**src/hdl/assert_macros.svh**
```systemverilog
// Assertion macros used by the mipmap downsampler RTL.
// Expects clk and arst_n in the scope of use.
`ifndef ASSERT_MACROS_SVH
`define ASSERT_MACROS_SVH

// property must hold at every clock edge out of reset
`define MBD_ASSERT(name, prop, msg) \
	name: assert property (@(posedge clk) disable iff (!arst_n) prop) else $error(msg);

// condition must never be true at a clock edge out of reset
`define MBD_ASSERT_NEVER(name, cond, msg) \
	`MBD_ASSERT(name, !(cond), msg)

`endif

```
**src/hdl/mbd_pkg.sv**
```systemverilog
// Package for the mipmap 2x2 box downsampler: sizes, pixel and command types.
// Used by every module of the block; no dependencies.
`timescale 1ns / 1ps

package mbd_pkg;

	localparam int MAX_WIDTH_LOG2    = 12;
	localparam int HEIGHT_LOG2_LIMIT = 12;
	localparam int LOG2_W            = 4;
	localparam int POS_W             = MAX_WIDTH_LOG2;
	localparam int ROW_W             = HEIGHT_LOG2_LIMIT;
	localparam int LINE_AW           = MAX_WIDTH_LOG2 - 1;
	localparam int LINE_DEPTH        = 1 << LINE_AW;
	localparam int NUM_CHAN          = 4;
	localparam int CMDQ_DEPTH        = 4;
	localparam int CMDQ_AW           = 2;
	localparam int OUTQ_DEPTH        = 4;
	localparam int OUTQ_AW           = 2;
	localparam int REG_IDX_W         = 2;

	localparam logic [REG_IDX_W-1:0] REG_WIDTH_LOG2  = REG_IDX_W'(0);
	localparam logic [REG_IDX_W-1:0] REG_HEIGHT_LOG2 = REG_IDX_W'(1);

	typedef logic [NUM_CHAN-1:0][7:0] pix_t;
	typedef logic [NUM_CHAN-1:0][8:0] psum_t;

	typedef enum logic [1:0] {
		OP_STORE,
		OP_EMIT_DIRECT,
		OP_EMIT_LINE
	} op_t;

	typedef struct packed {
		op_t                op;
		logic [LINE_AW-1:0] addr;
		psum_t              hsum;
		logic               last;
	} cmd_t;

	typedef struct packed {
		pix_t pix;
		logic last;
	} res_t;

endpackage

```
**src/hdl/mbd_cmdq.sv**
```systemverilog
// Short command queue between front and back end.
// Depends on mbd_pkg.
`timescale 1ns / 1ps

module mbd_cmdq import mbd_pkg::*; (
	input  logic clk,
	input  logic arst_n,
	input  logic push,
	input  cmd_t push_data,
	output logic full,
	input  logic pop,
	output cmd_t pop_data,
	output logic empty
);

	cmd_t               slot_q [CMDQ_DEPTH];
	logic [CMDQ_AW-1:0] wr_ptr_q, rd_ptr_q;
	logic [CMDQ_AW:0]   count_q;
	logic               do_push, do_pop;

	assign full     = (count_q == (CMDQ_AW+1)'(CMDQ_DEPTH));
	assign empty    = (count_q == '0);
	assign do_push  = push && !full;
	assign do_pop   = pop && !empty;
	assign pop_data = slot_q[rd_ptr_q];

	always_ff @(posedge clk or negedge arst_n) begin
		if (!arst_n) begin
			wr_ptr_q <= '0;
			rd_ptr_q <= '0;
			count_q  <= '0;
		end else begin
			if (do_push) wr_ptr_q <= wr_ptr_q + CMDQ_AW'(1);
			if (do_pop) rd_ptr_q <= rd_ptr_q + CMDQ_AW'(1);
			case ({do_push, do_pop})
				2'b10:   count_q <= count_q + (CMDQ_AW+1)'(1);
				2'b01:   count_q <= count_q - (CMDQ_AW+1)'(1);
				default: ;
			endcase
		end
	end

	always_ff @(posedge clk) begin
		if (do_push) slot_q[wr_ptr_q] <= push_data;
	end

endmodule

```
**config.mk**
```make
export PLATFORM = sky130hd
export DESIGN_NAME = mbd_cmdq
export DESIGN_NICKNAME = d
export VERILOG_FILES = /design/src/hdl/assert_macros.svh /design/src/hdl/mbd_pkg.sv /design/src/hdl/mbd_cmdq.sv
export SDC_FILE = /design/constraint.sdc
export NUM_CORES = 1
export LEC_CHECK = 0
export BUFFER_PORTS_ARGS = -buffer_cell sky130_fd_sc_hd__buf_2
export CORE_MARGIN = 2
export CORE_UTILIZATION = 51
export DETAILED_ROUTE_END_ITERATION = 8
export GPL_TIMING_DRIVEN = 0
export PLACE_DENSITY = 0.75
export SLEW_MARGIN = 30
export SYNTH_ARGS = -nofsm -noshare
export SYNTH_HDL_FRONTEND = slang
export SYNTH_SLANG_ARGS = --single-unit
```
**constraint.sdc**
```tcl
create_clock -name clk -period 2.3 [get_ports clk]
set_input_delay 0.46 -clock clk [delete_from_list [all_inputs] [get_ports clk]]
set_output_delay 0.46 -clock clk [all_outputs]
set_load 0.01 [all_outputs]
```
==> reports/metrics.csv <==
stage;metric;value;unit
grt;grt_pass1_vias;3798;
setup_path;rrSetupSlack;0.21;ns
synthesis;syn_avg_cell_area;25.8;sq um
clocking;cts_max_level;1;
grt;grt_use_total;16.8;%
die;rows;44;
timing;fin_crit;2.34;ns
finish;most-common-layout-cells;edfxtp_1, buf_2, mux4_2, buf_6, clkbuf_16;
synthesis;synth_warnings;0;
die;die-area;16100;sq um
clocking;clock_sinks;207;
die;num_io_pins;106;
finish;drive_gt1_share;46.1;%
worst_hold_path;hold_class;in2reg;
setup_path;endpoint_kind;output port;
routing;drtIter0Drc;180;
setup_path;cp_slowest_cell;mux4_2;
synthesis;syn_inst;299;
placement;dp_hpwl;7630;um
timing;hold_violations;0;
timing;fin_ws;-0.0385;ns
finish;multi_input_area;1360;sq um
synthesis;yosysUniqueCellTypes;22;
clocking;clk_latency;0.50;ns
run_status;failed_checks;setup timing;
routing;drc;0;
routing;finalWirelength;13000;um
routing;dr.pass1.iters;4;
finish;final_cell_count_no_fill;632;
finish;fillers;984;
clocking;cts_tree;built;
timing;fmax;428;MHz
clocking;clock-root-buffer;clkbuf_16;
setup_path;path_cells;buf_8 -> buf_12 -> mux4_2 -> buf_6;
die;die_height;127;um
setup_path;max_stage_delay;0.54;ns
routing;vias;3472;
routing;drtAntennaViolNets;0;
timing;relSlewSlack;46.6;%
clocking;cts_buffer_depth;3;
timing;worst_slew_pin_slew;0.801;ns
routing;viasPerCell;5.49;
placement;io_buffers;105;
setup_path;crit_arrival;1.88;ns
setup_path;required;1.84;ns
synthesis;synth_fp_nets;359;
grt;grt_overflow;0;
setup_path;crit_path_max_fanout;10;
clocking;cts_buffers;21;
timing;setup_violations;22;
timing;maxSlewViolCount;0;
finish;area_delta_synth_final;22.2;%
die;core;14600;sq um
timing;skew;0.0269;ns
placement;placed_area;8510;sq um
routing;routedWlPerCell;20.6;um
grt;grt_start_max_net_pins;51;
timing;rsz0062_at_grt;true;
job;max_cap_viol_count;0;
setup_path;start_kind;flip-flop;
run_status;status;complete, but fails checks;
finish;final_common_cell;edfxtp_1;
die;die_x;127;um
finish;fin_util;64.3;%
synthesis;yosysSeqAreaShare;80.3;%
grt;grt_pass1_wl;20400;um
placement;place_congestion;0.700;
grt;antenna_found_initial;1;
placement;dp.cells;590;
timing;fin_setup_tns;-0.250;ns
finish;post-route-cell-area;9410;sq um
finish;fin_nets;492;
power_and_ir_drop;power_density;1340;nW/um^2
power_and_ir_drop;leakage;3.29;nW
clocking;clkTransAtPathRegs;0.06;ns
setup_path;path_class;reg2out;
power_and_ir_drop;ir_worst_vdd;872;uV
finish;seq_area;6180;sq um
die;initial_core_util;52.6;%
synthesis;netlist_area;7700;sq um
timing;post-route-period-util;102;%
synthesis;yosys_register_bits;207;
logic make-up after synthesis:
family | synth area share [%]
mux | 15.0
simple gates | 0.763
xor+xnor | 0.682
compound gates | 0.114
fa+ha+maj | 1.07
flops | 80.3
buf+inv | 2.11
sequential cells by signal (all words and copies together), names as in the netlist:
| name | cells |
|---|---|
| wr_ptr_q | 2 |
| slot_q | 200 |
| count_q | 3 |
| rd_ptr_q | 2 |
worst paths after layout:
kind	startpoint	end	cells past startpoint
worst max-delay path	rd_ptr_q[0]	pop_data[40]	4
worst min-delay path	push_data[39]	slot_q[1][39]	1
worst max register to register	count_q[0]	count_q[2]	9
worst min register to register	count_q[2]	count_q[2]	1
max in group asynchronous	arst_n	count_q[0]	2
min in group asynchronous	arst_n	count_q[1]	2
final cells by class:
| type | count | share of cell area [%] |
|---|---|---|
| clock inverters | 15 | 0.997 |
| clock buffers | 23 | 5.66 |
| plain buffers | 11 | 1.62 |
| multi-input cells | 74 | 14.5 |
| diodes | 1 | 0.0266 |
| repair buffers | 111 | 8.88 |
| inverters | 6 | 0.239 |
| well taps | 184 | 2.45 |
| flip-flops and latches | 207 | 65.7 |
where the power goes:
group / total (mW) / switching [mW] / internal, mW
registers: 5.21 / 0.213 / 5.00
clock network: 3.08 / 1.30 / 1.78
logic: 4.28 / 1.98 / 2.30
metrics by stage:
stage | power, mW | hold slack (ns) | setup WS, ns
after floorplan | 7.66 | 0.164 | 0.362
after global placement | 8.83 | 0.299 | -0.133
after detailed placement | 8.97 | 0.307 | 0.237
after CTS | 12.4 | 0.157 | -0.0729
after global routing | 13.2 | 0.158 | -0.102
final | 12.6 | 0.177 | -0.0385
cells in the mapped netlist (all sizes together):
library cell	count	share of area, %
mux2	1	0.15
o31a	1	0.11
ha	5	0.81
mux2i	1	0.13
nor3b	1	0.16
and2	4	0.32
fa	1	0.26
nor2b	1	0.11
edfxtp	200	78
clkbuf	1	0.049
buf	11	1.8
inv	6	0.29
nand2	1	0.049
xor2	3	0.34
mux4	50	15
xnor2	3	0.34
nor3	1	0.065
dfrtp	7	2.3
nor2	1	0.049
timing repair:
item | 4_1_cts | 5_1_grt
hold endpoints to repair | 7 | 0
gates resized for setup | 23 | 24
hold buffers | 1 | 0
endpoints found under the setup margin | 49 | 49
setup buffers | 3 | 0
worst max-delay path, delay by kind of cell, from the launching register on:
| family | cells | cell delay (ns) |
|---|---|---|
| mux | 1 | 0.54 |
| buf+inv | 3 | 0.47 |
| flops | 1 | 0.36 |
routing by layer:
| metal | vias to the layer above | track usage (%) | share of wire (%) |
|---|---|---|---|
| met4 | 0 | 5.75 | 2.2 |
| li1 | 1533 | - | - |
| met2 | 111 | 27.9 | 52 |
| met1 | 1805 | 21.8 | 40 |
| met5 | - | 0 | 0 |
| met3 | 23 | 4.43 | 6.2 |
No activity file was read; power rests on OpenSTA's default activity.
