## config.mk

```make
export PLATFORM = sky130hd
export DESIGN_NAME = mbd_front
export DESIGN_NICKNAME = d
export VERILOG_FILES = /design/src/hdl/assert_macros.svh /design/src/hdl/mbd_pkg.sv /design/src/hdl/mbd_front.sv
export SDC_FILE = /design/constraint.sdc
export NUM_CORES = 1
export LEC_CHECK = 0
export BUFFER_PORTS_ARGS = -buffer_cell sky130_fd_sc_hd__buf_2
export CORE_MARGIN = 4
export CORE_UTILIZATION = 50
export CTS_CLUSTER_SIZE = 12
export DETAILED_ROUTE_END_ITERATION = 10
export MAX_ROUTING_LAYER = met4
export PLACE_DENSITY = 0.69
export SLEW_MARGIN = 15
export SYNTH_ARGS = -nofsm -noshare
export SYNTH_HDL_FRONTEND = slang
export SYNTH_SLANG_ARGS = --single-unit
```

## constraint.sdc

```tcl
create_clock -name clk -period 4.5 [get_ports clk]
set_input_delay 0.45 -clock clk [delete_from_list [all_inputs] [get_ports clk]]
set_output_delay 0.45 -clock clk [all_outputs]
set_load 0.02 [all_outputs]
```

## src/hdl/assert_macros.svh

```systemverilog
// Assertion macros used by the mipmap downsampler RTL.
// Expects clk and arst_n in the scope of use.
`ifndef ASSERT_MACROS_SVH
`define ASSERT_MACROS_SVH

// property must hold at every clock edge out of reset
`define MBD_ASSERT(name, prop, msg) \
	name: assert property (@(posedge clk) disable iff (!arst_n) prop) else $error(msg);

// condition must never be true at a clock edge out of reset
`define MBD_ASSERT_NEVER(name, cond, msg) \
	`MBD_ASSERT(name, !(cond), msg)

`endif

```

## src/hdl/mbd_pkg.sv

```systemverilog
// Package for the mipmap 2x2 box downsampler: sizes, pixel and command types.
// Used by every module of the block; no dependencies.
`timescale 1ns / 1ps

package mbd_pkg;

	localparam int MAX_WIDTH_LOG2    = 12;
	localparam int HEIGHT_LOG2_LIMIT = 12;
	localparam int LOG2_W            = 4;
	localparam int POS_W             = MAX_WIDTH_LOG2;
	localparam int ROW_W             = HEIGHT_LOG2_LIMIT;
	localparam int LINE_AW           = MAX_WIDTH_LOG2 - 1;
	localparam int LINE_DEPTH        = 1 << LINE_AW;
	localparam int NUM_CHAN          = 4;
	localparam int CMDQ_DEPTH        = 4;
	localparam int CMDQ_AW           = 2;
	localparam int OUTQ_DEPTH        = 4;
	localparam int OUTQ_AW           = 2;
	localparam int REG_IDX_W         = 2;

	localparam logic [REG_IDX_W-1:0] REG_WIDTH_LOG2  = REG_IDX_W'(0);
	localparam logic [REG_IDX_W-1:0] REG_HEIGHT_LOG2 = REG_IDX_W'(1);

	typedef logic [NUM_CHAN-1:0][7:0] pix_t;
	typedef logic [NUM_CHAN-1:0][8:0] psum_t;

	typedef enum logic [1:0] {
		OP_STORE,
		OP_EMIT_DIRECT,
		OP_EMIT_LINE
	} op_t;

	typedef struct packed {
		op_t                op;
		logic [LINE_AW-1:0] addr;
		psum_t              hsum;
		logic               last;
	} cmd_t;

	typedef struct packed {
		pix_t pix;
		logic last;
	} res_t;

endpackage

```

## src/hdl/mbd_front.sv

```systemverilog
// Front end: config registers, raster position, horizontal pairing, command issue.
// Depends on mbd_pkg.
`timescale 1ns / 1ps

module mbd_front import mbd_pkg::*; (
	input  logic                 clk,
	input  logic                 arst_n,
	input  logic                 wr_en,
	input  logic [REG_IDX_W-1:0] wr_index,
	input  logic [LOG2_W-1:0]    wr_data,
	input  logic                 push,
	input  pix_t                 pix,
	input  logic                 cmd_full,
	output logic                 cmd_push,
	output cmd_t                 cmd
);

	logic [LOG2_W-1:0] width_log2_q, height_log2_q;
	logic [LOG2_W-1:0] wl, hl;
	logic [POS_W-1:0]  x_q, wmask;
	logic [ROW_W-1:0]  y_q, hmask;
	logic [POS_W:0]    wone;
	logic [ROW_W:0]    hone;
	pix_t              held_q;
	logic              accept, have_pair, narrow, row_end, level_end;

	assign wl = (width_log2_q > LOG2_W'(MAX_WIDTH_LOG2)) ? LOG2_W'(MAX_WIDTH_LOG2)
		: width_log2_q;
	assign hl = (height_log2_q > LOG2_W'(HEIGHT_LOG2_LIMIT)) ? LOG2_W'(HEIGHT_LOG2_LIMIT)
		: height_log2_q;
	assign wone  = (POS_W+1)'(1) << wl;
	assign hone  = (ROW_W+1)'(1) << hl;
	assign wmask = POS_W'(wone - (POS_W+1)'(1));
	assign hmask = ROW_W'(hone - (ROW_W+1)'(1));

	assign narrow    = (wl == '0);
	assign accept    = push && !cmd_full;
	assign have_pair = narrow || x_q[0];
	assign row_end   = (x_q == wmask);
	assign level_end = row_end && (y_q == hmask);
	assign cmd_push  = accept && have_pair;

	always_comb begin
		for (int k = 0; k < NUM_CHAN; k++) begin
			if (narrow) begin
				cmd.hsum[k] = {pix[k], 1'b0};
			end else begin
				cmd.hsum[k] = {1'b0, held_q[k]} + {1'b0, pix[k]};
			end
		end
		if (hl == '0) begin
			cmd.op = OP_EMIT_DIRECT;
		end else if (!y_q[0]) begin
			cmd.op = OP_STORE;
		end else begin
			cmd.op = OP_EMIT_LINE;
		end
		cmd.addr = narrow ? '0 : x_q[POS_W-1:1];
		cmd.last = level_end;
	end

	always_ff @(posedge clk or negedge arst_n) begin
		if (!arst_n) begin
			width_log2_q  <= '0;
			height_log2_q <= '0;
			x_q           <= '0;
			y_q           <= '0;
		end else if (wr_en) begin
			unique case (wr_index)
				REG_WIDTH_LOG2: begin
					width_log2_q <= wr_data;
					x_q          <= '0;
					y_q          <= '0;
				end
				REG_HEIGHT_LOG2: begin
					height_log2_q <= wr_data;
					x_q           <= '0;
					y_q           <= '0;
				end
				default: ;
			endcase
		end else if (accept) begin
			if (row_end) begin
				x_q <= '0;
				y_q <= (y_q == hmask) ? '0 : y_q + ROW_W'(1);
			end else begin
				x_q <= x_q + POS_W'(1);
			end
		end
	end

	// even-column pixel waits for its partner
	always_ff @(posedge clk or negedge arst_n) begin
		if (!arst_n) begin
			held_q <= '0;
		end else if (accept && !narrow && !x_q[0]) begin
			held_q <= pix;
		end
	end

endmodule

```

==> results by group <==
Setup path
  • Worst Setup Start Kind: flop
  • CP max FO: 22
  • CP Class: flop to output pin
  • Arrival time at the worst endpoint: ~3.6 ns
  • Reg-to-reg startpoint: height_log2_q[2]
  • Crit path capture type: output pin
  • RR Endpoint: y_q[10]
  • CP Data Required Time: around 4.1 ns
  • Reg2reg setup slack: 0.95 ns
  • Reg2Reg Depth: 10

Power
  • Int Power: 1.61 mW
  • Maximum VDD drop: about 0.37 mV
  • Pwr dens: roughly 480 mW/mm2
  • Final Power: ~2.9 mW
  • Sw Pwr: 1.27 mW
  • Net Sw Frac: 0.441
  • Part of the power in registers: 0.287
  • Power share of the combinational group: 0.535
  • Clock share of power: 0.178
  • Leakage: about 2.7 nW

Global route
  • Largest net degree at the start of global routing: 50
  • GRT overflow: 0
  • Overall routing resource usage: 0.224
  • Vias in the first global route: roughly 4700
  • First-pass GRT wire length: between 20000 and 25000 um
  • Initial antenna violation count: 0

Final layout
  • Syn-to-layout area delta: 12.8%
  • Commonest non-fill, non-tap cell in the layout: buf_2
  • Fillers: 976
  • Ant. Diodes: 0
  • Most frequent cells in the layout: buf_2 (93), dfrtp_1 (64), a21oi_1 (50)
  • Seq. cell area: between 0.0015 and 0.002 mm2
  • Fin nets: a little under 800
  • Fin area: between 0.006 and 0.007 mm2
  • Area of the multi-input gates: 0.00342 mm2
  • Layout cells sized above 1: 0.240

Run status
  • Status: finished, final reports clean

Synth
  • Synthesized net count: slightly above 700
  • Number of synthesized flops with an enable pin: 0
  • Synth Register Bits: 64
  • Post-synthesis sequential area ratio: 0.298
  • Synth warn: 0
  • Library cells used by synthesis: 71
  • Cells after Synth: a little over 600
  • Avg Cell Area, Syn: approximately 8.6 um2
  • Async set or reset register ratio after synthesis: 1.00
  • Top FF cell, synth: dfrtp_1
  • Mapped Area: between 0.005 and 0.006 mm2

Clocking
  • Clock latency on the worst-skew pair: 0.36 ns
  • Clk sinks: 64
  • Clk pin slew, worst setup/hold paths: about 0.080 ns
  • CTS tree: built
  • CTS Buffer Depth: 2
  • Num CTS Buffers: 9
  • H-tree depth: 3
  • Post-CTS sizing: 0
  • Post-CTS Hold Buffers: 0
  • Post-CTS Setup Inserts: 0
  • CTS root buf: clkbuf_8

Timing
  • Final Setup Violations: 0
  • Max Freq: between 200 and 250 MHz
  • Rel. slew slack: 0.453
  • Hold WS: 0.183 ns
  • TNS Setup: 0 ns
  • Worst Max-Slew Pin Slew: just over 0.8 ns
  • Fin crit share: 0.899
  • Setup Skew: approximately 0.011 ns
  • Final Hold Fails: 0
  • RSZ-0062 raised after global routing: false
  • Slew Viols, Final: 0
  • Min Clock Period, post-route: a little over 4 ns

Floorplan
  • Num rows: 37
  • Chip height: approximately 110 um
  • Initial Util: 0.518
  • Core Footprint: 0.0104 mm2
  • I/O pin cnt: 94
  • Die area: around 0.012 mm2
  • Chip width: between 100 and 150 um

Routing
  • Total number of vias: 4771
  • TritonRoute pass-1 iters: 5
  • Drt drc: 0
  • Total Wirelength: roughly 13000 um
  • Drt initial violations: 230
  • Routed vias/inst: approximately 5.7
  • Final ANT Viol Nets: 0
  • Routed wire per std cell: approximately 16 um

Place
  • HPWL after DPL: 9380 um
  • Dpl cell area: between 0.005 and 0.006 mm2
  • RePlAce Congestion: approximately 0.91
  • Count of input and output buffers: 93

Flow run
  • Max-cap violations: 0

Hold path
  • HP Class: input port to async pin
==> cells in the mapped netlist, types with 3 or more instances <==
cell      instances  area, um2
buf_6             4       45.0
ha_1             36        450
nor2b_1          10       62.6
o21ai_0          39        195
a211oi_1          9       67.6
nand2b_1         18        113
o21ai_1          15       75.1
buf_2             5       25.0
nand3_1          16       80.1
xnor2_1          21        184
mux2_2           33        372
a21oi_1          50        250
nor3_1           13       65.1
dfrtp_1          64       1600
buf_4             5       37.5
inv_2             4       15.0
fa_1              4       80.1
and2_1           14       87.6
a31oi_1           3       18.8
nand2_1          40        150
nand4b_1          3       26.3
clkbuf_1         19       71.3
and3b_1           3       26.3
nor2_1           44        165
mux2i_1           8       80.1
xor2_1           11       96.3
nor4_1            3       18.8
and3_1           10       62.6
a21o_1            5       37.5
o31ai_1          10       75.1
nand4_1           6       37.5
o211ai_1          3       22.5
o21bai_1          3       22.5
inv_1            43        161
==> how the worst max path moves through the flow <==
| stage | depth (start not counted) | slack [ns] | end | startpoint |
|---|---|---|---|---|
| 5_1_grt | 9 | 0.15 | cmd[0] | height_log2_q[2] |
| 4_1_cts | 9 | 0.46 | cmd[0] | height_log2_q[2] |
| 6_report | 9 | 0.45 | cmd[0] | height_log2_q[2] |
| 2_1_floorplan | 11 | 0.90 | cmd[0] | height_log2_q[2] |
| 3_5_place_dp | 9 | 0.90 | cmd[0] | height_log2_q[2] |
| 3_3_place_gp | 9 | 1.00 | cmd[0] | height_log2_q[2] |
==> per-stage QoR <==
stage / setup WS (ns) / util / cells
after detailed placement: 0.895 / 0.565 / 821
after global routing: 0.154 / 0.584 / 837
after global placement: 1.00 / 0.565 / 821
after floorplan: 0.899 / - / 621
final: 0.453 / 0.584 / 837
after CTS: 0.463 / 0.584 / 837
==> worst max-delay path, cell delays in order (launching register included) <==
cell	delay, ns
dfrtp_1	0.64
nor4_2	0.50
inv_2	0.08
ha_1	0.31
xnor2_1	0.14
a2111oi_0	0.39
o2111ai_1	0.28
or3b_1	0.40
nor4_1	0.29
buf_2	0.22
==> area by class of cell <==
cell class | instances | share of cell area
Timing Repair Buffer | 97 | 0.0818
Sequential cell | 64 | 0.264
Clock inverter | 5 | 0.00930
Tap cell | 136 | 0.0281
Multi-Input combinational cell | 477 | 0.564
Clock buffer | 11 | 0.0233
Inverter | 47 | 0.0291
==> power groups by stage <==
stage          sequential [mW]  clock [mW]  combinational (mW)
2_1_floorplan            0.756           0                1.22
3_3_place_gp             0.827           0                1.52
3_5_place_dp             0.835           0                1.54
4_1_cts                  0.824       0.528                1.55
5_1_grt                  0.850       0.558                1.72
6_report                 0.825       0.512                1.54
==> logic make-up after synthesis <==
kind of cell	count (synthesis)	share of synthesized area
flip-flops	64	0.298
AO/OA/AOI/OAI	165	0.195
AND/OR/NAND/NOR	199	0.205
multiplexers	41	0.0842
adder cells (fa/ha/maj)	40	0.0988
buffers and inverters	80	0.0662
XOR/XNOR	32	0.0522
==> layer usage <==
layer  part of all wire  track usage  vias to the layer above
li1                   -            -                     2349
met1               0.45        0.297                     2285
met2               0.47        0.345                      127
met3              0.068       0.0658                       10
met4             0.0095       0.0479                        0
met5                  0            -                        -
==> flip-flops by register name (all words and copies together), names as in the netlist <==
register	cells
width_log2_q	4
x_q	12
height_log2_q	4
held_q	32
y_q	12
Power figures use the tool's default switching activity.
